`config.mk`:
```
export PLATFORM = sky130hd
export DESIGN_NAME = thps_table_ram
export DESIGN_NICKNAME = d
export VERILOG_FILES = /design/src/rtl/assert_macros.svh /design/src/rtl/thps_pkg.sv /design/src/rtl/thps_table_ram.sv
export SDC_FILE = /design/constraint.sdc
export NUM_CORES = 1
export LEC_CHECK = 0
export BUFFER_PORTS_ARGS = -buffer_cell sky130_fd_sc_hd__buf_2
export CORE_ASPECT_RATIO = 1.1
export CORE_UTILIZATION = 25
export DETAILED_ROUTE_END_ITERATION = 16
export PLACE_DENSITY = 0.47
export SKIP_CTS_REPAIR_TIMING = 1
export SLEW_MARGIN = 20
export SYNTH_ARGS = -nofsm -noshare
export SYNTH_HDL_FRONTEND = slang
export SYNTH_SLANG_ARGS = --single-unit
export TNS_END_PERCENT = 20
```
`constraint.sdc`:
```
create_clock -name clk -period 13.2 [get_ports clk]
set_input_delay 2.64 -clock clk [delete_from_list [all_inputs] [get_ports clk]]
set_output_delay 2.64 -clock clk [all_outputs]
set_load 0.005 [all_outputs]
```
`src/rtl/assert_macros.svh`:
```
// Assertion helpers shared by the RTL. Simulation gets the checks, synthesis gets nothing.
`ifndef ASSERT_MACROS_SVH
`define ASSERT_MACROS_SVH

`ifndef SYNTHESIS

`define ASSERT_IMPLIES(label, ck, rs, ante, cons) \
  label: assert property (@(posedge ck) disable iff (rs) (ante) |-> (cons)) \
    else $error("same-cycle implication check failed");

`define ASSERT_NEXT(label, ck, rs, ante, cons) \
  label: assert property (@(posedge ck) disable iff (rs) (ante) |=> (cons)) \
    else $error("next-cycle implication check failed");

`else

`define ASSERT_IMPLIES(label, ck, rs, ante, cons)

`define ASSERT_NEXT(label, ck, rs, ante, cons)

`endif

`endif

```
`src/rtl/thps_pkg.sv`:
```
package thps_pkg;

  // Table and field geometry
  localparam int NUM_HARMONICS   = 16;
  localparam int IDX_W           = $clog2(NUM_HARMONICS);
  localparam int NUM_PHASES      = 3;
  localparam int ORDER_W         = 6;
  localparam int MAG_W           = 16;
  localparam int ANG_W           = 16;
  localparam int PT_W            = 8;
  localparam int OUT_W           = 32;

  // Period length is a power of two, so the phase wrap is a mask
  localparam int PPP_BITS          = 8;
  localparam int POINTS_PER_PERIOD = 1 << PPP_BITS;

  // Sine table: 2^SINE_TABLE_BITS points per turn, stored as one quarter wave
  localparam int SINE_TABLE_BITS = 10;
  localparam int QB              = SINE_TABLE_BITS - 2;
  localparam int QUARTER         = 1 << QB;
  localparam int SIN_W           = 15;

  // Scaling: gain * 927 / 2^31 with round half up
  localparam int GAIN_W      = 16;
  localparam int GAIN_RESET  = 100;
  localparam int GAIN_SCALE  = 927;
  localparam int GK_W        = GAIN_W + 10;
  localparam int PROD_W      = 2 * MAG_W;
  localparam int ACC_W       = PROD_W + IDX_W;
  localparam int LO_W        = ACC_W / 2;
  localparam int HI_W        = ACC_W - LO_W;
  localparam int FRAC_SHIFT  = 31;
  localparam int SUM_W       = OUT_W + FRAC_SHIFT + 1;

  localparam logic [GK_W-1:0] GAIN_K_RESET = GK_W'(GAIN_RESET * GAIN_SCALE);

  // Opcodes
  localparam logic OP_LOAD    = 1'b0;
  localparam logic OP_COMPUTE = 1'b1;

  typedef enum logic [2:0] {
    S_IDLE,
    S_RUN,
    S_DRAIN,
    S_MUL,
    S_ADD,
    S_DONE
  } thps_state_t;

  // One harmonic table entry
  typedef struct packed {
    logic [ORDER_W-1:0]                order;
    logic [NUM_PHASES-1:0][MAG_W-1:0]  mag;
    logic [NUM_PHASES-1:0][ANG_W-1:0]  ofs;
  } thps_entry_t;

  typedef struct packed {
    logic              en;
    logic [IDX_W-1:0]  addr;
    thps_entry_t       data;
  } thps_wr_t;

  typedef struct packed {
    logic mul_en;
    logic add_en;
  } thps_scale_ctl_t;

  // Taylor series divisors (2n)(2n+1)
  localparam longint unsigned TAYLOR_DIV [1:10] =
    '{64'd6, 64'd20, 64'd42, 64'd72, 64'd110, 64'd156, 64'd210, 64'd272, 64'd342, 64'd420};
  localparam longint unsigned PI_Q48 = 64'h3243F6A8885A3;

  // Quarter-wave sample k, Q30 Taylor series rounded to Q15
  function automatic logic [SIN_W-1:0] quarter_sine(int unsigned k);
    logic [63:0] kk;
    logic [63:0] x;
    logic [63:0] t;
    logic [63:0] s;
    logic [63:0] v;
    kk = 64'(k);
    x  = (kk * PI_Q48 + (64'd1 << (16 + SINE_TABLE_BITS))) >> (17 + SINE_TABLE_BITS);
    t  = x;
    s  = x;
    for (int n = 1; n <= 10; n++) begin
      t = (t * x) >> 30;
      t = (t * x) >> 30;
      t = t / TAYLOR_DIV[n];
      if ((n % 2) == 1) begin
        s = (s >= t) ? s - t : 64'd0;
      end else begin
        s = s + t;
      end
    end
    v = (s * 64'd32767 + (64'd1 << 29)) >> 30;
    if (v > 64'd32767) begin
      v = 64'd32767;
    end
    return v[SIN_W-1:0];
  endfunction

  typedef logic [SIN_W-1:0] qsine_tab_t [QUARTER];

  function automatic qsine_tab_t build_qsine();
    qsine_tab_t tab;
    for (int k = 0; k < QUARTER; k++) begin
      tab[k] = quarter_sine(k);
    end
    return tab;
  endfunction

  localparam qsine_tab_t      QSINE      = build_qsine();
  localparam logic [SIN_W-1:0] QSINE_PEAK = quarter_sine(QUARTER);

endpackage

```
`src/rtl/thps_table_ram.sv`:
```
module thps_table_ram (
  input  logic                    clk,
  input  logic                    rst,
  input  thps_pkg::thps_wr_t      wr,
  input  logic [thps_pkg::IDX_W-1:0] raddr,
  output thps_pkg::thps_entry_t   rdata
);
  import thps_pkg::*;

  thps_entry_t               mem [NUM_HARMONICS];
  logic [NUM_HARMONICS-1:0]  valid;
  thps_entry_t               mem_q;
  logic                      valid_q;

  // Mark written entries; reset empties the table at once
  always_ff @(posedge clk) begin
    if (rst) begin
      valid <= '0;
    end else if (wr.en) begin
      valid[wr.addr] <= 1'b1;
    end
  end

  // Write port
  always_ff @(posedge clk) begin
    if (wr.en) begin
      mem[wr.addr] <= wr.data;
    end
  end

  // Registered read port
  always_ff @(posedge clk) begin
    mem_q   <= mem[raddr];
    valid_q <= valid[raddr];
  end

  // Never-written entries read as zero
  assign rdata = valid_q ? mem_q : '0;

endmodule

```
# Yosys cells after proc, flatten, opt, wreduce, memory -nomap -nowiden

Memories as Yosys holds them, arrays and structs flattened. A register that Yosys moved wholly into a read port is not among the register bits.
Index checks and enable logic that the tools add are counted.
W data, S select, Z words.

Input bits: 113
Output and inout port bits: 102
Flip-flop bits (word level): 17
Memory bits (writable): 1632
Logic and storage cells: 15
Memories: 1

Memories:

| memory | words | bits a word | read ports | clocked after memory_dff | write ports | RTL line             | RTL |
|---|---|---|---|---|---|---|---|
| mem    | 16    | 102         | 1          | 1                        | 1           | thps_table_ram.sv:10 | `thps_entry_t mem [NUM_HARMONICS];` |

Magnitude comparators: 3
Mux-type cells: 7
Bitwise gates (word level): 1
Reductions and logical operators: 1

Operators with widths:

| cell                 | number |
|---|---|
| $mux W102            | 1 |
| $or A16 B16 Y16      | 1 |
| $lt A4 B5 Y1 const B | 2 |
| $bmux W1 S4          | 1 |
| $demux W1 S4         | 1 |
| $ge A4 B1 Y1 const B | 1 |
| $mux W1              | 4 |
| $logic_and A1 B1 Y1  | 1 |

# Longest topological paths before layout

Depth in word-level cells: 5
Mapped depth: 6
Mapped depth without buffers: 3

# Worst setup path after synthesis

No wires, ideal clock.

Path kind: input port to flip-flop
Start: in wr[104] in the netlist's numbering
End: mem mem[0][0] in the netlist's numbering, enable pin
Cell stages on the path: 2
Path slack: 2.462 ns
Arrival time: 10.051 ns
Path buffers: 0
Required time: 12.512 ns
Library setup time: 0.688 ns
Cell sequence: or3b_2 -> nor3_1

RTL lines:

| item               | RTL line             | RTL |
|---|---|---|
| start: declaration | thps_table_ram.sv:4  | `input thps_pkg::thps_wr_t wr,` |
| end: declaration   | thps_table_ram.sv:10 |  |

Straight into the memory's write port.

==> flow_summary.json <==
{
  "detailroute.wirelength.met3_um": 8061,
  "clock_power_share": 0.434,
  "setup.worst_path.start_class": "register",
  "die-width_um": 486.0,
  "tightestPinTransition_ns": 1.042,
  "cell_area_after_synthesis_sq_mm": 0.06441,
  "top_cells_by_area_synth": "sky130_fd_sc_hd__edfxtp_1 (76%), sky130_fd_sc_hd__mux4_2 (14%), sky130_fd_sc_hd__dfxtp_1 (3.7%)",
  "power.net_switching_w": 0.002584,
  "seq_area_sq_mm": 0.05139,
  "slew_headroom": 0.3055,
  "power_density_of_the_placed_cells_mw_per_mm2": 157.4,
  "grt_setup_unrepaired": "false",
  "clk_pin_slew_ns": 0.06,
  "ir_drop_mv": 0.09782,
  "filler_cell_count": 24860,
  "mappedNetlistNets": 2905,
  "required_ns": 10.56,
  "totalWireLength_um": 171000,
  "tritoncts": "done",
  "wl_per_cell_um": 25.41,
  "routability_congestion_estimate": 0.6792,
  "post-route-util": 0.2959,
  "critPathCaptureType": "output pin",
  "cp_slowest_stage_delay_ns": 0.89,
  "vias_per_cell": 4.400,
  "postRouteAntennaNets": 0,
  "final.setup_skew_ns": 0.06518,
  "drive_gt1_frac": 0.2970,
  "power_frac_comb": 0.042,
  "multi_input_comb_area_sq_mm": 0.01231,
  "clkSinkCount": 1751,
  "netSwitchingFraction": 0.2163,
  "topRoutingLayerUsed": "met5",
  "grt_first_pass_wirelength_um": 241900,
  "min_path_type": "reg2reg",
  "cpLargestDelayFamily": "buffers and inverters",
  "clock_tree.root_cell": "sky130_fd_sc_hd__clkbuf_16",
  "floorplan.initialDensity": 0.2512,
  "grt_use_total": 0.1311,
  "sequential_element_share_of_the_synthesized_area": 0.7978,
  "critPathKind": "reg2out",
  "ys_seq_elements": 1751,
  "crit_slowest_cell": "sky130_fd_sc_hd__dfxtp_4",
  "number_of_buffer_and_inverter_stages_on_the_critical_path": 2,
  "dieArea_sq_mm": 0.2597,
  "clk_latency_ns": 0.85,
  "post_synth_num_cell_types": 23,
  "post-synth-top-area-fraction": 0.7608,
  "power.static_leakage_nw": 23.95,
  "timing_hold_violations_final": 0,
  "io_buffers": 214,
  "postSynthAreaPerCell_sq_um": 23.07,
  "core_sq_mm": 0.2564,
  "detailed_place_hpwl_um": 82500,
  "cp_max_fo": 55,
  "fmax_ghz": 0.1714,
  "synthesis.instances": 2792,
  "tritoncts.num_buffers": 189,
  "layout_min_cycle_time_ns": 5.835,
  "wl_met2_um": 85920,
  "seq_power_share": 0.523,
  "clock_path_buffers": 3,
  "worstPathCellList": "buf_4 > and2_1 > buf_2",
  "layout.nets": 3218,
  "pin_count_of_the_biggest_net_entering_global_routing": 123,
  "most_common_cell_after_layout_fill_and_taps_aside": "sky130_fd_sc_hd__edfxtp_1",
  "intPower_w": 0.009361,
  "die-height_um": 534.4,
  "final_min_period_over_clock_period": 0.4421,
  "yosysTopAreaCell": "sky130_fd_sc_hd__edfxtp_1",
  "std_cell_rows": 195,
  "layout-area-overhead-vs-synth_pct": 17.78,
  "drt_drc_violations_left": 0,
  "dr_total_vias": 29610,
  "final_cell_mix": "sky130_fd_sc_hd__edfxtp_1 (1632), sky130_fd_sc_hd__mux4_2 (412), sky130_fd_sc_hd__buf_2 (212)",
  "run_status": "complete, no violations",
  "drt-pass1-iter-count": 5,
  "grt_antenna_before_repair": 56,
  "grt_overflow": 0,
  "wl_met1_um": 73850,
  "floorplan.io_pins": 215,
  "htree_levels": 4,
  "finalMaxSlewViolations": 0,
  "number_of_drc_markers_after_the_initial_detailed_route_iteration": 2367,
  "crit_arrival_ns": 3.20,
  "finalSetupViolCount": 0,
  "setup_tns_ns": 0,
  "max-cap-violations": 0,
  "vias_in_the_first_global_route": 31410,
  "ys.warnings.count": 0
}
## layer usage
layer | vias up | GRT usage
met5 | - | 0
met4 | 28 | 0.02937
met3 | 264 | 0.02632
met2 | 677 | 0.2220
met1 | 16190 | 0.1724
li1 | 12450 | -
## area by class of cell
class                           count  area share
Timing Repair Buffer              274     0.02213
Sequential cell                  1751      0.6774
Clock buffer                      260     0.06800
Antenna cell                       14   0.0004618
Multi-Input combinational cell    889      0.1623
Clock inverter                     95     0.01285
Tap cell                         3447     0.05685
## final timing paths
| kind | cells after the start | end | slack [ns] | start |
|---|---|---|---|---|
| setup / recovery | 3 | rdata[94] | 7.36 | valid_q |
| hold / removal | 2 | valid[6] | 0.47 | valid[6] |
| setup reg to reg | 3 | mem_q[29] | 11.75 | mem[3][29] |
| hold reg to reg | 2 | valid[6] | 0.47 | valid[6] |
## registers in the layout, summed over array words and instances (netlist names)
signal	cells
mem	1632
mem_q	102
valid	16
valid_q	1
## worst min-delay path, delay by kind of cell (launching register included)
kind / cells / cell delay (ns)
DFF: 1 / 0.33
and+or+nand+nor: 1 / 0.07
AOI/OAI and AO/OA: 1 / 0.04
## logic make-up after synthesis
family                 synth area share
flip-flops                       0.7978
multiplexers                     0.1441
buffers and inverters           0.01315
AO/OA/AOI/OAI                   0.02533
AND/OR/NAND/NOR                 0.01964
## power groups by stage
stage / clock network, W / registers, W / logic, W
2_1_floorplan: 0 / 0.00636 / 0.000306
3_3_place_gp: 0 / 0.00637 / 0.000517
3_5_place_dp: 0 / 0.00637 / 0.000522
4_1_cts: 0.00535 / 0.00626 / 0.000522
5_1_grt: 0.00555 / 0.00626 / 0.000552
6_report: 0.00519 / 0.00625 / 0.000505
## per-stage QoR
step / std cells / setup slack (ns) / area (sq um) / hold slack [ns] / total power, W
floorplan: 2792 / 2.462 / 64410 / 0.4315 / 0.006662
global placement: 6361 / 7.129 / 69700 / 0.4435 / 0.006887
detailed placement: 6361 / 7.117 / 69700 / 0.4584 / 0.006894
CTS: 6716 / 6.950 / 75830 / 0.4737 / 0.01213
global route: 6718 / 7.057 / 75830 / 0.4966 / 0.01237
finish: 6730 / 7.365 / 75860 / 0.4699 / 0.01194
## Yosys cell counts
master / number
sky130_fd_sc_hd__mux4_2: 412
sky130_fd_sc_hd__buf_6: 26
sky130_fd_sc_hd__a22oi_1: 206
sky130_fd_sc_hd__nand3_1: 1
sky130_fd_sc_hd__nor3_1: 4
sky130_fd_sc_hd__nand2b_1: 2
sky130_fd_sc_hd__a31oi_1: 4
sky130_fd_sc_hd__or3b_2: 1
sky130_fd_sc_hd__buf_4: 17
sky130_fd_sc_hd__and3b_1: 2
sky130_fd_sc_hd__nor2b_1: 4
sky130_fd_sc_hd__and2_1: 103
sky130_fd_sc_hd__edfxtp_1: 1632
sky130_fd_sc_hd__a21oi_1: 12
sky130_fd_sc_hd__nand3b_1: 2
sky130_fd_sc_hd__buf_1: 37
sky130_fd_sc_hd__nor3b_1: 1
sky130_fd_sc_hd__dfxtp_1: 119
sky130_fd_sc_hd__and3_1: 1
sky130_fd_sc_hd__nand2_1: 104
sky130_fd_sc_hd__nor2_1: 30
sky130_fd_sc_hd__clkbuf_1: 58
sky130_fd_sc_hd__buf_2: 14
(Power assumes the default switching activity.)
