[src/rtl/assert_macros.svh]
// Assertion helpers shared by the RTL. Simulation gets the checks, synthesis gets nothing.
`ifndef ASSERT_MACROS_SVH
`define ASSERT_MACROS_SVH

`ifndef SYNTHESIS

`define ASSERT_IMPLIES(label, ck, rs, ante, cons) \
  label: assert property (@(posedge ck) disable iff (rs) (ante) |-> (cons)) \
    else $error("same-cycle implication check failed");

`define ASSERT_NEXT(label, ck, rs, ante, cons) \
  label: assert property (@(posedge ck) disable iff (rs) (ante) |=> (cons)) \
    else $error("next-cycle implication check failed");

`else

`define ASSERT_IMPLIES(label, ck, rs, ante, cons)

`define ASSERT_NEXT(label, ck, rs, ante, cons)

`endif

`endif

[src/rtl/thps_pkg.sv]
package thps_pkg;

  // Table and field geometry
  localparam int NUM_HARMONICS   = 16;
  localparam int IDX_W           = $clog2(NUM_HARMONICS);
  localparam int NUM_PHASES      = 3;
  localparam int ORDER_W         = 6;
  localparam int MAG_W           = 16;
  localparam int ANG_W           = 16;
  localparam int PT_W            = 8;
  localparam int OUT_W           = 32;

  // Period length is a power of two, so the phase wrap is a mask
  localparam int PPP_BITS          = 8;
  localparam int POINTS_PER_PERIOD = 1 << PPP_BITS;

  // Sine table: 2^SINE_TABLE_BITS points per turn, stored as one quarter wave
  localparam int SINE_TABLE_BITS = 10;
  localparam int QB              = SINE_TABLE_BITS - 2;
  localparam int QUARTER         = 1 << QB;
  localparam int SIN_W           = 15;

  // Scaling: gain * 927 / 2^31 with round half up
  localparam int GAIN_W      = 16;
  localparam int GAIN_RESET  = 100;
  localparam int GAIN_SCALE  = 927;
  localparam int GK_W        = GAIN_W + 10;
  localparam int PROD_W      = 2 * MAG_W;
  localparam int ACC_W       = PROD_W + IDX_W;
  localparam int LO_W        = ACC_W / 2;
  localparam int HI_W        = ACC_W - LO_W;
  localparam int FRAC_SHIFT  = 31;
  localparam int SUM_W       = OUT_W + FRAC_SHIFT + 1;

  localparam logic [GK_W-1:0] GAIN_K_RESET = GK_W'(GAIN_RESET * GAIN_SCALE);

  // Opcodes
  localparam logic OP_LOAD    = 1'b0;
  localparam logic OP_COMPUTE = 1'b1;

  typedef enum logic [2:0] {
    S_IDLE,
    S_RUN,
    S_DRAIN,
    S_MUL,
    S_ADD,
    S_DONE
  } thps_state_t;

  // One harmonic table entry
  typedef struct packed {
    logic [ORDER_W-1:0]                order;
    logic [NUM_PHASES-1:0][MAG_W-1:0]  mag;
    logic [NUM_PHASES-1:0][ANG_W-1:0]  ofs;
  } thps_entry_t;

  typedef struct packed {
    logic              en;
    logic [IDX_W-1:0]  addr;
    thps_entry_t       data;
  } thps_wr_t;

  typedef struct packed {
    logic mul_en;
    logic add_en;
  } thps_scale_ctl_t;

  // Taylor series divisors (2n)(2n+1)
  localparam longint unsigned TAYLOR_DIV [1:10] =
    '{64'd6, 64'd20, 64'd42, 64'd72, 64'd110, 64'd156, 64'd210, 64'd272, 64'd342, 64'd420};
  localparam longint unsigned PI_Q48 = 64'h3243F6A8885A3;

  // Quarter-wave sample k, Q30 Taylor series rounded to Q15
  function automatic logic [SIN_W-1:0] quarter_sine(int unsigned k);
    logic [63:0] kk;
    logic [63:0] x;
    logic [63:0] t;
    logic [63:0] s;
    logic [63:0] v;
    kk = 64'(k);
    x  = (kk * PI_Q48 + (64'd1 << (16 + SINE_TABLE_BITS))) >> (17 + SINE_TABLE_BITS);
    t  = x;
    s  = x;
    for (int n = 1; n <= 10; n++) begin
      t = (t * x) >> 30;
      t = (t * x) >> 30;
      t = t / TAYLOR_DIV[n];
      if ((n % 2) == 1) begin
        s = (s >= t) ? s - t : 64'd0;
      end else begin
        s = s + t;
      end
    end
    v = (s * 64'd32767 + (64'd1 << 29)) >> 30;
    if (v > 64'd32767) begin
      v = 64'd32767;
    end
    return v[SIN_W-1:0];
  endfunction

  typedef logic [SIN_W-1:0] qsine_tab_t [QUARTER];

  function automatic qsine_tab_t build_qsine();
    qsine_tab_t tab;
    for (int k = 0; k < QUARTER; k++) begin
      tab[k] = quarter_sine(k);
    end
    return tab;
  endfunction

  localparam qsine_tab_t      QSINE      = build_qsine();
  localparam logic [SIN_W-1:0] QSINE_PEAK = quarter_sine(QUARTER);

endpackage

[src/rtl/thps_scaler.sv]
module thps_scaler (
  input  logic                                clk,
  input  thps_pkg::thps_scale_ctl_t           ctl,
  input  logic signed [thps_pkg::ACC_W-1:0]   acc,
  input  logic [thps_pkg::GK_W-1:0]           gain_k,
  output logic signed [thps_pkg::OUT_W-1:0]   result
);
  import thps_pkg::*;

  localparam int PH_W = HI_W + GK_W + 1;
  localparam int R_W  = SUM_W - FRAC_SHIFT;
  localparam logic [SUM_W-1:0] ROUND = SUM_W'(1) << (FRAC_SHIFT - 1);

  logic        [LO_W+GK_W-1:0] p_lo;
  logic signed [PH_W-1:0]      p_hi;
  logic signed [PH_W-1:0]      hi_s;
  logic signed [PH_W-1:0]      gk_s;
  logic signed [SUM_W-1:0]     sum;
  logic signed [R_W-1:0]       r;

  assign hi_s = PH_W'($signed(acc[ACC_W-1:LO_W]));
  assign gk_s = PH_W'($signed({1'b0, gain_k}));

  // Split the accumulator into two partial products
  always_ff @(posedge clk) begin
    if (ctl.mul_en) begin
      p_lo <= (LO_W+GK_W)'(acc[LO_W-1:0]) * (LO_W+GK_W)'(gain_k);
      p_hi <= hi_s * gk_s;
    end
  end

  // Recombine and add the rounding half
  always_ff @(posedge clk) begin
    if (ctl.add_en) begin
      sum <= (SUM_W'(p_hi) <<< LO_W) + $signed(SUM_W'(p_lo)) + $signed(ROUND);
    end
  end

  // Drop the fraction and saturate to the output range
  always_comb begin
    r = sum[SUM_W-1:FRAC_SHIFT];
    if (r[R_W-1] != r[OUT_W-1]) begin
      result = r[R_W-1] ? {1'b1, {(OUT_W-1){1'b0}}} : {1'b0, {(OUT_W-1){1'b1}}};
    end else begin
      result = r[OUT_W-1:0];
    end
  end

endmodule

[config.mk]
export PLATFORM = sky130hd
export DESIGN_NAME = thps_scaler
export DESIGN_NICKNAME = d
export VERILOG_FILES = /design/src/rtl/assert_macros.svh /design/src/rtl/thps_pkg.sv /design/src/rtl/thps_scaler.sv
export SDC_FILE = /design/constraint.sdc
export NUM_CORES = 2
export LEC_CHECK = 0
export ABC_CLOCK_PERIOD_IN_PS = 20700
export BUFFER_PORTS_ARGS = -buffer_cell sky130_fd_sc_hd__buf_2
export CORE_MARGIN = 2
export CORE_UTILIZATION = 61
export DETAILED_ROUTE_END_ITERATION = 8
export GPL_TIMING_DRIVEN = 0
export HOLD_SLACK_MARGIN = 0.08
export PLACE_DENSITY_LB_ADDON = 0.1
export SYNTH_ARGS = -nofsm -noshare
export SYNTH_HDL_FRONTEND = slang
export SYNTH_SLANG_ARGS = --single-unit
[constraint.sdc]
create_clock -name clk -period 20.7 [get_ports clk]
set_clock_uncertainty 0.15 [all_clocks]
set_input_delay 1.035 -clock clk [delete_from_list [all_inputs] [get_ports clk]]
set_output_delay 1.035 -clock clk [all_outputs]
set_load 0.005 [all_outputs]
* Word level (Yosys, flattened, before mapping)
Cells that the tools add are included.
** Word-level totals
- Bits in registers :: 153
- Input port bits :: 65
- Output and inout port bits :: 32
- Word-level logic and storage cells :: 10
** Operators by class
- Add/subtract/negate cells :: 2
- Multiply operators :: 2
- Eq/ne operators :: 1
- Muxes and demuxes :: 2
** Operator list (count)
- $add A63 B45 Y64 :: 1
- $add A64 B32 Y64 const B :: 1
- $mux W32 :: 2
- $mul A18 B27 Y45 :: 1
- $mul A18 B26 Y44 :: 1
- $ne A1 B1 Y1 :: 1

* Depth between registers and ports, before layout
- Depth in word-level cells :: 2
- Gate-level depth with buffers :: 25
- Depth with buffers taken out :: 23

* Worst setup path before layout
No wires, ideal clock.
- Path kind :: input-to-reg
- Start point :: input gain_k[17] (netlist name)
- End point :: register p_hi[44] (data pin)
- Setup time :: 0.260 ns
- Arrival :: 6.845 ns
- Data required time :: 20.290 ns
- Slack :: 13.445 ns
- Stages :: 24
- Path buffers :: 2
- Cells stage by stage :: clkbuf_1 clkbuf_1 nand2_1 fa_1 inv_1 fa_1 inv_1 fa_1 fa_1 inv_1 fa_1 inv_1 fa_1 inv_1 ha_1 and3_4 nand2_2 nor4b_4 a21oi_2 o41ai_2 a31oi_1 o31ai_1 a21oi_1 xnor2_1
** Between the ends
- Longest elaborated chain between the ends :: 1
** RTL lines
- start: declaration :: line thps_scaler.sv:5 : input logic [thps_pkg::GK_W-1:0] gain_k,
- $mul A18 B27 Y45 :: line thps_scaler.sv:28 : p_hi <= hi_s * gk_s;
- end signal: assignment :: line thps_scaler.sv:28
- end: declaration :: line thps_scaler.sv:15 : logic signed [PH_W-1:0] p_hi;
No other way between the ends.
A chain may end at the register's enable or synchronous reset.

* Final worst setup path
- Start point :: input gain_k[8] (netlist name)
- End point :: register p_lo[34] (data pin)
** Between the ends
- Longest elaborated chain between the ends :: 1
** RTL lines
- $mul A18 B26 Y44 :: line thps_scaler.sv:27 : p_lo <= (LO_W+GK_W)'(acc[LO_W-1:0]) * (LO_W+GK_W)'(gain_k);
- end signal: assignment :: line thps_scaler.sv:27
- end: declaration :: line thps_scaler.sv:14 : logic [LO_W+GK_W-1:0] p_lo;
No other way between the ends.

==> flow_summary.yaml <==
status:
  status: "finished clean"
clock_network:
  cts_resized: 0
  cts_tree: "done"
  cts_max_level: 3
  cts_made_buffers: 9
  post-cts-setup-buffers: 0
  clkSinkCount: 104
  clock_path_buffers: 2
  hold_buffers: 0
  root_buffer: "clkbuf_16"
  clk_pin_slew_worst_paths_ps: 80
  clk-insertion-delay-late_ps: 400
setup_path:
  worstSetupPathType: "in -> reg"
  cp_data_arrival_time_ps: 8940
  crit_top_cell: "fa_1"
  crit_path_max_incr_delay_ps: 950
  reg2regPathDepth: 12
  slowest_stage: "a21boi_0"
  worst-path-buf-inv: 5
  crit_cells: 21
  start_kind: "input port"
  crit_end: "p_lo[34]"
  reg2reg_to: "sum[53]"
  crit_required_ps: 20570
  rr_startpoint: "p_lo[21]"
  crit_start: "gain_k[8]"
  path_cells: "clkbuf_1 -> clkbuf_1 -> nand2_1 -> fa_1 -> fa_1 -> fa_1 -> fa_1 -> inv_1 -> fa_1 -> inv_1 -> fa_1 -> inv_1 -> ha_1 -> a21oi_1 -> o21ai_0 -> a211o_1 -> a31oi_1 -> or3_1 -> nand3_1 -> a21oi_1 -> a21boi_0"
  r2r_setup_slack_ps: 16600
  endpoint_kind: "register"
  critical_path.top_delay_family: "adder cells"
  cp_max_fo: 10
detailed_routing:
  viasPerCell: 5.671
  routedWlPerCell_um: 21.59
  vias: 26758
  wl_mm: 101.9
  drc: 0
  drtIter0Drc: 2330
  dr.pass1.iters: 6
  dr.max_layer_used: "met5"
  met2_length_mm: 45.71
  met1Wirelength_mm: 39.29
  wl_met3_mm: 11.50
  postRouteAntennaNets: 0
synth:
  async_flop_share: 0
  yosys_register_bits: 104
  seq_area_frac_synth: 0.08925
  ys_types: 61
  yosys_warnings: 0
  syn_nets: 5019
  syn_avg_cell_area_sq_um: 9.037
  ys.flop_type: "edfxtp_1"
  synth_area_sq_um: 34990
  synth_edf_count: 104
  syn_inst: 3872
global_route:
  grt_max_degree: 72
  grt_pass1_wl_mm: 160.3
  grt-ovfl-total: 0
  antenna_found_initial: 15
  grt_pass1_vias: 27898
  grt.total_usage: 0.3643
place:
  port_buffers: 65
  dp_hpwl_mm: 84.24
  place_congestion: 0.9636
cells_and_area:
  nNetsFinal: 5095
  syn_to_final_growth_pct: 4.602
  drive_above_1_share: 0.02682
die:
  dieArea_sq_um: 59290
  ioPinCount: 97
  die_x_um: 243.5
  core-area_sq_um: 56600
  placement_rows: 87
  start_util: 0.6181
  die_h_um: 243.5
flow_run:
  maxCapViolations: 0
timing:
  slew_violations: 0
  fmax_mhz: 110.3
  finalSetupViolCount: 0
  fin_crit_sh: 0.4380
  rsz0062_at_grt: "false"
  relSlewSlack: 0.1772
  final.setup.tns_ps: 0
  fin_crit_ps: 9067
  hold_viol: 0
  worstMarginPinSlew_ps: 1234
min_path:
  hold_path_class: "reg -> reg"
-- final cells by class --
class	instances	area, sq um
timing repair buffer	65	327.8
multi-input combinational	2619	27550
antenna	9	22.52
clock inverter	7	88.84
sequential	104	3123
inverter	945	3547
clock buffer	9	225.2
fill	4952	20000
buffer	204	774.5
tap	756	945.9
-- cells by family (layout without fill, tap and decap cells) --
group           after synthesis  after routing  synth area share
simple gates               1142           1142            0.1564
other cells                   0              9                 0
flops                       104            104           0.08925
fa+ha+maj                  1082           1082            0.5513
xor+xnor                     94             94           0.02353
compound gates              300            300           0.05575
mux                           1              1         0.0003218
buf+inv                    1149           1230            0.1235
-- stage by stage --
stage | hold WS [ps] | worst slack [ps] | std cells | cell area, sq um | utilization
after floorplan | 391.2 | 13450 | 3872 | 34990 | -
after global placement | 400.4 | 11440 | 4693 | 36260 | 0.6406
after detailed placement | 406.1 | 11440 | 4693 | 36260 | 0.6407
after CTS | 424.9 | 11830 | 4709 | 36580 | 0.6462
after global routing | 445.9 | 11340 | 4711 | 36580 | 0.6463
final | 421.6 | 11630 | 4718 | 36600 | 0.6466
-- sequential cells by signal, indices dropped and copies added (netlist names) --
name / count
sum: 33
p_lo: 26
p_hi: 45
-- how the worst min path moves through the flow --
stage               startpoint      end  cells past startpoint
finish                p_hi[44]  sum[62]                      1
global route          p_hi[44]  sum[62]                      1
CTS                   p_hi[44]  sum[62]                      1
detailed placement    p_hi[44]  sum[62]                      1
global placement      p_hi[44]  sum[62]                      1
floorplan             p_hi[44]  sum[62]                      1
-- layout by cell type (no fill, tap or decap), types with 20 or more instances in the layout --
cell      netlist  final
ha_1          316    316
xor2_1         33     33
o21ai_0        42     42
nand2_1       606    606
inv_1         944    944
clkbuf_1      197    197
edfxtp_1      104    104
buf_2           7     71
a21o_1         77     77
a21oi_1        93     93
fa_1          766    766
nand2b_1       20     20
nor2_1         60     60
xnor2_1        61     61
nand3_1        30     30
and2_1        358    358
-- cells in the mapped netlist (all sizes together), types with 2 or more instances --
library cell	number	area, sq um
xor2	33	289.0
and3	17	111.4
o21a	13	97.59
o41ai	3	33.79
o31a	5	43.79
nor3	8	40.04
or2	2	12.51
nand2b	20	125.1
nor2b	9	56.30
a21oi	95	483.0
nor4	3	18.77
inv	944	3543
a311oi	2	17.52
o31ai	5	37.54
a31oi	16	100.1
and4	3	26.28
nor2	60	225.2
nor3b	2	15.01
or4	2	15.01
fa	766	15330
a21boi	3	22.52
a41oi	2	25.03
o21ai	44	220.2
clkbuf	197	739.5
and2	358	2240
a32oi	2	17.52
edfxtp	104	3123
xnor2	61	534.3
o211ai	4	30.03
buf	7	35.03
a21o	77	578.1
o21bai	8	60.06
nand2	608	2287
a31o	4	35.03
a211oi	5	37.54
a211o	3	26.28
nand3	30	150.1
ha	316	3954
nand4	15	93.84
-- metal layers --
layer | track usage | vias to the layer above
met5 | 0 | -
met4 | 0.1646 | 14
met3 | 0.08768 | 294
met2 | 0.5691 | 1405
met1 | 0.4854 | 13450
li1 | - | 11595
Power is left out: the tool's default activity adds up to more than one toggle a clock period on the data nets, which glitch-free logic cannot reach.
