File: config.mk
export PLATFORM = sky130hd
export DESIGN_NAME = thps_sine_rom
export DESIGN_NICKNAME = d
export VERILOG_FILES = /design/src/rtl/assert_macros.svh /design/src/rtl/thps_pkg.sv /design/src/rtl/thps_sine_rom.sv
export SDC_FILE = /design/constraint.sdc
export NUM_CORES = 1
export LEC_CHECK = 0
export BUFFER_PORTS_ARGS = -buffer_cell sky130_fd_sc_hd__buf_4
export CELL_PAD_IN_SITES_DETAIL_PLACEMENT = 1
export CELL_PAD_IN_SITES_GLOBAL_PLACEMENT = 1
export CORE_MARGIN = 2
export CORE_UTILIZATION = 47
export DETAILED_ROUTE_END_ITERATION = 8
export PLACE_DENSITY_LB_ADDON = 0.08
export SYNTH_ARGS = -nofsm -noshare
export SYNTH_HDL_FRONTEND = slang
export SYNTH_SLANG_ARGS = --single-unit
export TNS_END_PERCENT = 50
File: constraint.sdc
create_clock -name clk -period 6.35 [get_ports clk]
set_input_delay 0 -clock clk [delete_from_list [all_inputs] [get_ports clk]]
set_output_delay 0 -clock clk [all_outputs]
set_load 0.005 [all_outputs]
File: src/rtl/assert_macros.svh
// Assertion helpers shared by the RTL. Simulation gets the checks, synthesis gets nothing.
`ifndef ASSERT_MACROS_SVH
`define ASSERT_MACROS_SVH

`ifndef SYNTHESIS

`define ASSERT_IMPLIES(label, ck, rs, ante, cons) \
  label: assert property (@(posedge ck) disable iff (rs) (ante) |-> (cons)) \
    else $error("same-cycle implication check failed");

`define ASSERT_NEXT(label, ck, rs, ante, cons) \
  label: assert property (@(posedge ck) disable iff (rs) (ante) |=> (cons)) \
    else $error("next-cycle implication check failed");

`else

`define ASSERT_IMPLIES(label, ck, rs, ante, cons)

`define ASSERT_NEXT(label, ck, rs, ante, cons)

`endif

`endif

File: src/rtl/thps_pkg.sv
package thps_pkg;

  // Table and field geometry
  localparam int NUM_HARMONICS   = 16;
  localparam int IDX_W           = $clog2(NUM_HARMONICS);
  localparam int NUM_PHASES      = 3;
  localparam int ORDER_W         = 6;
  localparam int MAG_W           = 16;
  localparam int ANG_W           = 16;
  localparam int PT_W            = 8;
  localparam int OUT_W           = 32;

  // Period length is a power of two, so the phase wrap is a mask
  localparam int PPP_BITS          = 8;
  localparam int POINTS_PER_PERIOD = 1 << PPP_BITS;

  // Sine table: 2^SINE_TABLE_BITS points per turn, stored as one quarter wave
  localparam int SINE_TABLE_BITS = 10;
  localparam int QB              = SINE_TABLE_BITS - 2;
  localparam int QUARTER         = 1 << QB;
  localparam int SIN_W           = 15;

  // Scaling: gain * 927 / 2^31 with round half up
  localparam int GAIN_W      = 16;
  localparam int GAIN_RESET  = 100;
  localparam int GAIN_SCALE  = 927;
  localparam int GK_W        = GAIN_W + 10;
  localparam int PROD_W      = 2 * MAG_W;
  localparam int ACC_W       = PROD_W + IDX_W;
  localparam int LO_W        = ACC_W / 2;
  localparam int HI_W        = ACC_W - LO_W;
  localparam int FRAC_SHIFT  = 31;
  localparam int SUM_W       = OUT_W + FRAC_SHIFT + 1;

  localparam logic [GK_W-1:0] GAIN_K_RESET = GK_W'(GAIN_RESET * GAIN_SCALE);

  // Opcodes
  localparam logic OP_LOAD    = 1'b0;
  localparam logic OP_COMPUTE = 1'b1;

  typedef enum logic [2:0] {
    S_IDLE,
    S_RUN,
    S_DRAIN,
    S_MUL,
    S_ADD,
    S_DONE
  } thps_state_t;

  // One harmonic table entry
  typedef struct packed {
    logic [ORDER_W-1:0]                order;
    logic [NUM_PHASES-1:0][MAG_W-1:0]  mag;
    logic [NUM_PHASES-1:0][ANG_W-1:0]  ofs;
  } thps_entry_t;

  typedef struct packed {
    logic              en;
    logic [IDX_W-1:0]  addr;
    thps_entry_t       data;
  } thps_wr_t;

  typedef struct packed {
    logic mul_en;
    logic add_en;
  } thps_scale_ctl_t;

  // Taylor series divisors (2n)(2n+1)
  localparam longint unsigned TAYLOR_DIV [1:10] =
    '{64'd6, 64'd20, 64'd42, 64'd72, 64'd110, 64'd156, 64'd210, 64'd272, 64'd342, 64'd420};
  localparam longint unsigned PI_Q48 = 64'h3243F6A8885A3;

  // Quarter-wave sample k, Q30 Taylor series rounded to Q15
  function automatic logic [SIN_W-1:0] quarter_sine(int unsigned k);
    logic [63:0] kk;
    logic [63:0] x;
    logic [63:0] t;
    logic [63:0] s;
    logic [63:0] v;
    kk = 64'(k);
    x  = (kk * PI_Q48 + (64'd1 << (16 + SINE_TABLE_BITS))) >> (17 + SINE_TABLE_BITS);
    t  = x;
    s  = x;
    for (int n = 1; n <= 10; n++) begin
      t = (t * x) >> 30;
      t = (t * x) >> 30;
      t = t / TAYLOR_DIV[n];
      if ((n % 2) == 1) begin
        s = (s >= t) ? s - t : 64'd0;
      end else begin
        s = s + t;
      end
    end
    v = (s * 64'd32767 + (64'd1 << 29)) >> 30;
    if (v > 64'd32767) begin
      v = 64'd32767;
    end
    return v[SIN_W-1:0];
  endfunction

  typedef logic [SIN_W-1:0] qsine_tab_t [QUARTER];

  function automatic qsine_tab_t build_qsine();
    qsine_tab_t tab;
    for (int k = 0; k < QUARTER; k++) begin
      tab[k] = quarter_sine(k);
    end
    return tab;
  endfunction

  localparam qsine_tab_t      QSINE      = build_qsine();
  localparam logic [SIN_W-1:0] QSINE_PEAK = quarter_sine(QUARTER);

endpackage

File: src/rtl/thps_sine_rom.sv
module thps_sine_rom (
  input  logic                                  clk,
  input  logic [thps_pkg::SINE_TABLE_BITS-1:0]  addr,
  output logic signed [thps_pkg::MAG_W-1:0]     value
);
  import thps_pkg::*;

  logic [1:0]        quad;
  logic [QB-1:0]     r;
  logic [QB:0]       k;
  logic [SIN_W-1:0]  mag;

  // Fold the address into the first quarter and look it up
  always_comb begin
    quad = addr[SINE_TABLE_BITS-1 -: 2];
    r    = addr[QB-1:0];
    k    = quad[0] ? ((QB+1)'(QUARTER) - {1'b0, r}) : {1'b0, r};
    mag  = k[QB] ? QSINE_PEAK : QSINE[k[QB-1:0]];
  end

  // Apply the half-wave sign and register
  always_ff @(posedge clk) begin
    value <= quad[1] ? -$signed({1'b0, mag}) : $signed({1'b0, mag});
  end

endmodule

---- Word-level counts from Yosys, hierarchy flattened ----
Memory sizes are Yosys's and may differ from the RTL's.
Index checks and enable logic that the tools add are counted.
word-level totals
  output and inout bits ................... 16
  memories kept ........................... 1
  memory bits (writable) .................. 0
  register bits after elaboration ......... 16
  word-level logic and storage cells ...... 12
  latch bits .............................. 0
  ROM bits ................................ 3840
memories
  memory            depth  bits a word  rd ports  clocked after Yosys merged registers in  wr ports  line                 text
  (name not given)  256    15           1         0                                        0         thps_sine_rom.sv:18  mag = k[QB] ? QSINE_PEAK : QSINE[k[QB-1:0]];
cells by class
  magnitude comparators ................... 1
  bitwise logic cells ..................... 1
  multiply operators ...................... 0
  reductions and logical operators ........ 0
  add/sub/neg operators ................... 2
  divide/modulo/power cells ............... 0
  equality and inequality tests ........... 0
  mux-type cells .......................... 5
  shift-type cells ........................ 0
operators with widths
  operator                                                  count
  two-way mux 15 bit                                        4
  negator 15 -> 16 bit                                      1
  greater-or-equal comparator 9 bit, second input constant  1
  two-way mux 9 bit                                         1
  inverter 8 -> 9 bit                                       1
  subtractor 9 x 8 -> 9 bit, first input constant           1

---- Longest topological paths before layout ----
  word-level depth ........................ 9
  mapped depth ............................ 24
  mapped depth without buffers ............ 18

---- Worst setup path after synthesis ----
OpenSTA, ideal clock, no wires.
  path type ............................... input port to flip-flop
  from .................................... input addr[0] (netlist bit)
  to ...................................... register value[10] (netlist bit)
  stages on the path ...................... 24
  data arrival time ....................... 4.574 ns
  required time ........................... 6.216 ns
  path slack .............................. 1.642 ns
  buffers on the path ..................... 6
  cell sequence ........................... clkbuf_1 > buf_2 > inv_1 > clkbuf_1 > ha_1 > clkbuf_1 > nand2_1 > o21ai_1 > inv_1 > clkbuf_1 > ha_1 > clkbuf_1 > and2_1 > mux2i_1 > a21boi_0 > o21ai_0 > a2111oi_0 > a31oi_1 > and4_1 > ha_1 > a21boi_1 > nand3_2 > o31ai_2 > xor2_1
on the way
  cells in the longest elaborated chain, start to end .. 9
ends and longest elaborated chain
  element                                                line                 text
  start: declaration                                     thps_sine_rom.sv:3   input logic [thps_pkg::SINE_TABLE_BITS-1:0] addr,
  subtractor 9 x 8 -> 9 bit                              thps_sine_rom.sv:17  k = quad[0] ? ((QB+1)'(QUARTER) - {1'b0, r}) : {1'b0, r};
  two-way mux 9 bit (*)                                  thps_sine_rom.sv:17
  inverter 8 -> 9 bit (not written as such)              thps_sine_rom.sv:18
  memory (256 x 15 bit)                                  n/a
  two-way mux 15 bit (not written as such) (2 in a row)  thps_sine_rom.sv:18
  two-way mux 15 bit (*)                                 thps_sine_rom.sv:18
  negator 15 -> 16 bit                                   thps_sine_rom.sv:23  value <= quad[1] ? -$signed({1'b0, mag}) : $signed({1'b0, mag});
  two-way mux 15 bit (*)                                 thps_sine_rom.sv:23
  end signal: assignment                                 thps_sine_rom.sv:23
  end: declaration                                       thps_sine_rom.sv:4   output logic signed [thps_pkg::MAG_W-1:0] value
Every way passes the cells marked *; elsewhere a longest branch is shown, timed or not. The select of a mux whose other input is x is not followed.
A chain may end at the register's enable or synchronous reset.

---- Worst setup path in the final report ----
  from .................................... input addr[1] (netlist bit)
  to ...................................... register value[8] (netlist bit)
Same word-level chain as after synthesis.

==> summary.txt <==
Run status
  • Status: finished, final reports clean

Global routing
  • Total gr overflow: 0
  • Number of global-route vias before repair: approximately 9100
  • Largest net degree at the start of global routing: between 90 and 100
  • Initial antenna violation count: 2
  • First-pass GRT wire length: ~60 mm
  • GRT Total Usage: 51.6%

Timing
  • Slew HR: 3.90%
  • Period utilisation layout: roughly nine tenths
  • Final hold vios: 0
  • Max Slew Vio Count: 0
  • Pin slew with the least headroom to its limit: between 1 and 1.5 ns
  • Unrepaired setup endpoints after global routing: no
  • Fin Setup TNS: 0 ns
  • Tmin final: approximately 5.6 ns
  • Max Clock Freq: between 150 and 200 MHz
  • Setup-failing EPs final: 0

Detailed routing
  • Final WL: 39.7 mm
  • Via density: approximately 8.4
  • DR iter-0 viols: roughly 2000
  • Post-DRT Antenna Nets: 0
  • Vias post-DR: ~9500
  • Drt first pass iters: 7
  • WL/cell: ~35 um
  • DRC viols: 0

Logic synthesis
  • Post-Syn Nets: roughly 1000
  • Syn avg cell area: around 6.6 um^2
  • Top FF cell, synth: dfxtp_1
  • Post-synth top area cell: a21oi_1
  • Main combinational cell family by area after synthesis: compound AO/OA/AOI/OAI gates
  • Seq/Total Area, Yosys: ~4.8%
  • FFs w/ async S/R, synth: 0%
  • Syn Inst Count: around 1000
  • Synth unique cells: 95
  • Post-synth EDFFs: 0
  • Share of the synthesized area in the top cell type: approximately 6.0%
  • Simple-gate area share of the yosys netlist: 23.3%
  • XOR/XNOR Fraction of Synth Area: ~4.2%
  • Synth Area in Compound Gates: ~50%
  • YS warnings: 0
  • Post-synthesis adder-cell area fraction: under 10%
  • Post-synthesis register bit count: 16
  • Mapped cell area: around 6700 um^2
  • Mux contribution to synthesized area: under 10%
  • Top post-synthesis cells by area: a21oi_1 (6.0%), o21ai_0 (5.5%), dfxtp_1 (4.8%)

Power
  • Maximum VDD drop: approximately 0.11 mV
  • Power density cells: about 180 nW/um^2
  • P_leak: 2.40 nW

Clock network
  • Clock sink count: 16
  • CTS tree: built
  • Clock Path Buffers: 2
  • Postcts setup bufs: 0
  • Cts hold-fix bufs: 0
  • H-tree lvl count: 1
  • PostCTS Resize Cnt: 0
  • Worst-path clk slew: ~0.050 ns
  • CTS buffer count: 3
  • Root Buffer: clkbuf_16

Critical path
  • Worst setup SP type: primary input
  • CP required: 6.47 ns
  • Worst-path maximum fanout: 21
  • CP Class: in -> reg
  • Worst Path Arrival: 5.72 ns
  • Crit end category: flip-flop

Placement
  • Post-DP HPWL: approximately 27 mm
  • Placed Area: between 6000 and 7000 um^2
  • RD Place Congestion: around 1.1
  • Port Buffer Count: 26

Cells and area
  • Design area: around 7000 um^2
  • Share of layout cells above drive strength 1: 12.1%
  • Max reg flops: 16
  • Most flop-heavy register: value
  • Area growth, synth to finish: 4.52%
  • Nets: roughly 990
  • Largest registers: value x16

Floorplan
  • FP Rows: between 40 and 50
  • Top Ports: 27
  • Core area: between 10000 and 15000 um^2
  • Die footprint: between 15000 and 20000 um^2
  • DIE WIDTH: between 100 and 150 um
  • Die H: between 100 and 150 um
  • Starting density of the core: between 40% and 50%

Job
  • Max Cap Violations: 0

Worst hold path
  • Worst min path class: in -> reg
-- final timing paths --
check,start,end,cells after the start
max,addr[1],value[8]$_DFF_P_,20
min,addr[9],value[15]$_SDFF_PN0_,2
-- cell usage after synthesis (9+ instances only) --
library cell and n:
inv_1 13, xnor2_1 16, a22oi_1 9, a211oi_1 26
nor2b_1 19, nor3_1 39, ha_1 21, o211ai_1 35
a311oi_1 9, dfxtp_1 16, a31oi_1 21, o21ai_0 74
nor2_1 60, clkbuf_1 57, buf_2 58, o2111ai_1 11
nand2b_1 18, o22ai_1 19, xor2_1 11, o31ai_1 10
nand3_1 32, nand2_1 83, o21ai_1 16, mux2i_1 15
a32oi_1 11, a221oi_1 13, a21oi_1 80, o221ai_1 12
-- layer usage --
layer	share of wire, %	global-route usage, %
met2	39	71.6
met1	36	65.9
met4	8.8	33.2
met3	16	19.7
met5	0.015	0
-- area by class of cell --
class	instances	area [um^2]
Sequential cell	16	320
Timing Repair Buffer	70	538
Tap cell	180	225
Clock buffer	3	75.1
Inverter	19	73.8
Fill cell	1849	6910
Multi-Input combinational cell	846	5740
Antenna cell	1	2.50
-- where the power goes --
| group | total, mW | leakage (nW) | internal [mW] | switching, mW |
|---|---|---|---|---|
| sequential | 0.140 | 0.135 | 0.131 | 0.00902 |
| clock | 0.125 | 0.0370 | 0.0829 | 0.0422 |
| combinational | 0.985 | 2.23 | 0.313 | 0.672 |
| total | 1.25 | 2.40 | 0.527 | 0.723 |
-- cells in the final DEF, fill, tap and decap left out, drive strengths merged, types with 12 or more instances in the layout --
master / netlist / layout
o21ai: 90 / 90
nand2: 83 / 83
a21oi: 80 / 80
buf: 71 / 70
nor2: 62 / 62
nor3: 40 / 40
o211ai: 36 / 36
nand3: 33 / 33
a211oi: 28 / 28
a31oi: 21 / 21
ha: 21 / 21
o22ai: 19 / 19
nor2b: 19 / 19
nand2b: 18 / 18
xnor2: 18 / 18
inv: 17 / 17
dfxtp: 16 / 16
mux2i: 15 / 15
o31ai: 14 / 14
a221oi: 13 / 13
o311ai: 13 / 13
o221ai: 12 / 12
-- per-stage QoR --
| stage | power [mW] | hold slack (ns) | util, % | instances | setup slack, ns |
|---|---|---|---|---|---|
| after floorplan | 0.722 | 0.187 | - | 1009 | 1.64 |
| after global placement | 1.04 | 0.330 | 49.7 | 1131 | 1.19 |
| after detailed placement | 1.06 | 0.352 | 49.7 | 1131 | 0.955 |
| after CTS | 1.19 | 0.0926 | 50.2 | 1134 | 1.19 |
| after global routing | 1.28 | 0.0979 | 50.2 | 1134 | 0.622 |
| final | 1.25 | 0.0994 | 50.3 | 1135 | 0.750 |
-- critical path, stage by stage --
cell and delay (ns):
buf_4 0.24, inv_1 0.18, ha_1 0.51, nand2_1 0.20, o21ai_1 0.17, inv_1 0.06
buf_4 0.22, ha_1 0.45, nor2b_1 0.34, mux2i_1 0.70, a21boi_0 0.48, o21ai_0 0.18
a2111oi_0 0.59, a31oi_1 0.16, and4_1 0.36, ha_1 0.24, a21boi_1 0.16, nand3_2 0.19
o31ai_2 0.08, xor2_1 0.17
-- cell families (layout without fill, tap and decap cells) --
kind of cell,count (synthesis),in the layout
DFF,16,16
AOI/OAI and AO/OA,462,462
and+or+nand+nor,309,309
adders and majority gates,21,21
buffers and inverters,147,92
muxes,25,25
xor gates and xnor gates,29,29
other,0,1
(Power assumes the default switching activity.)
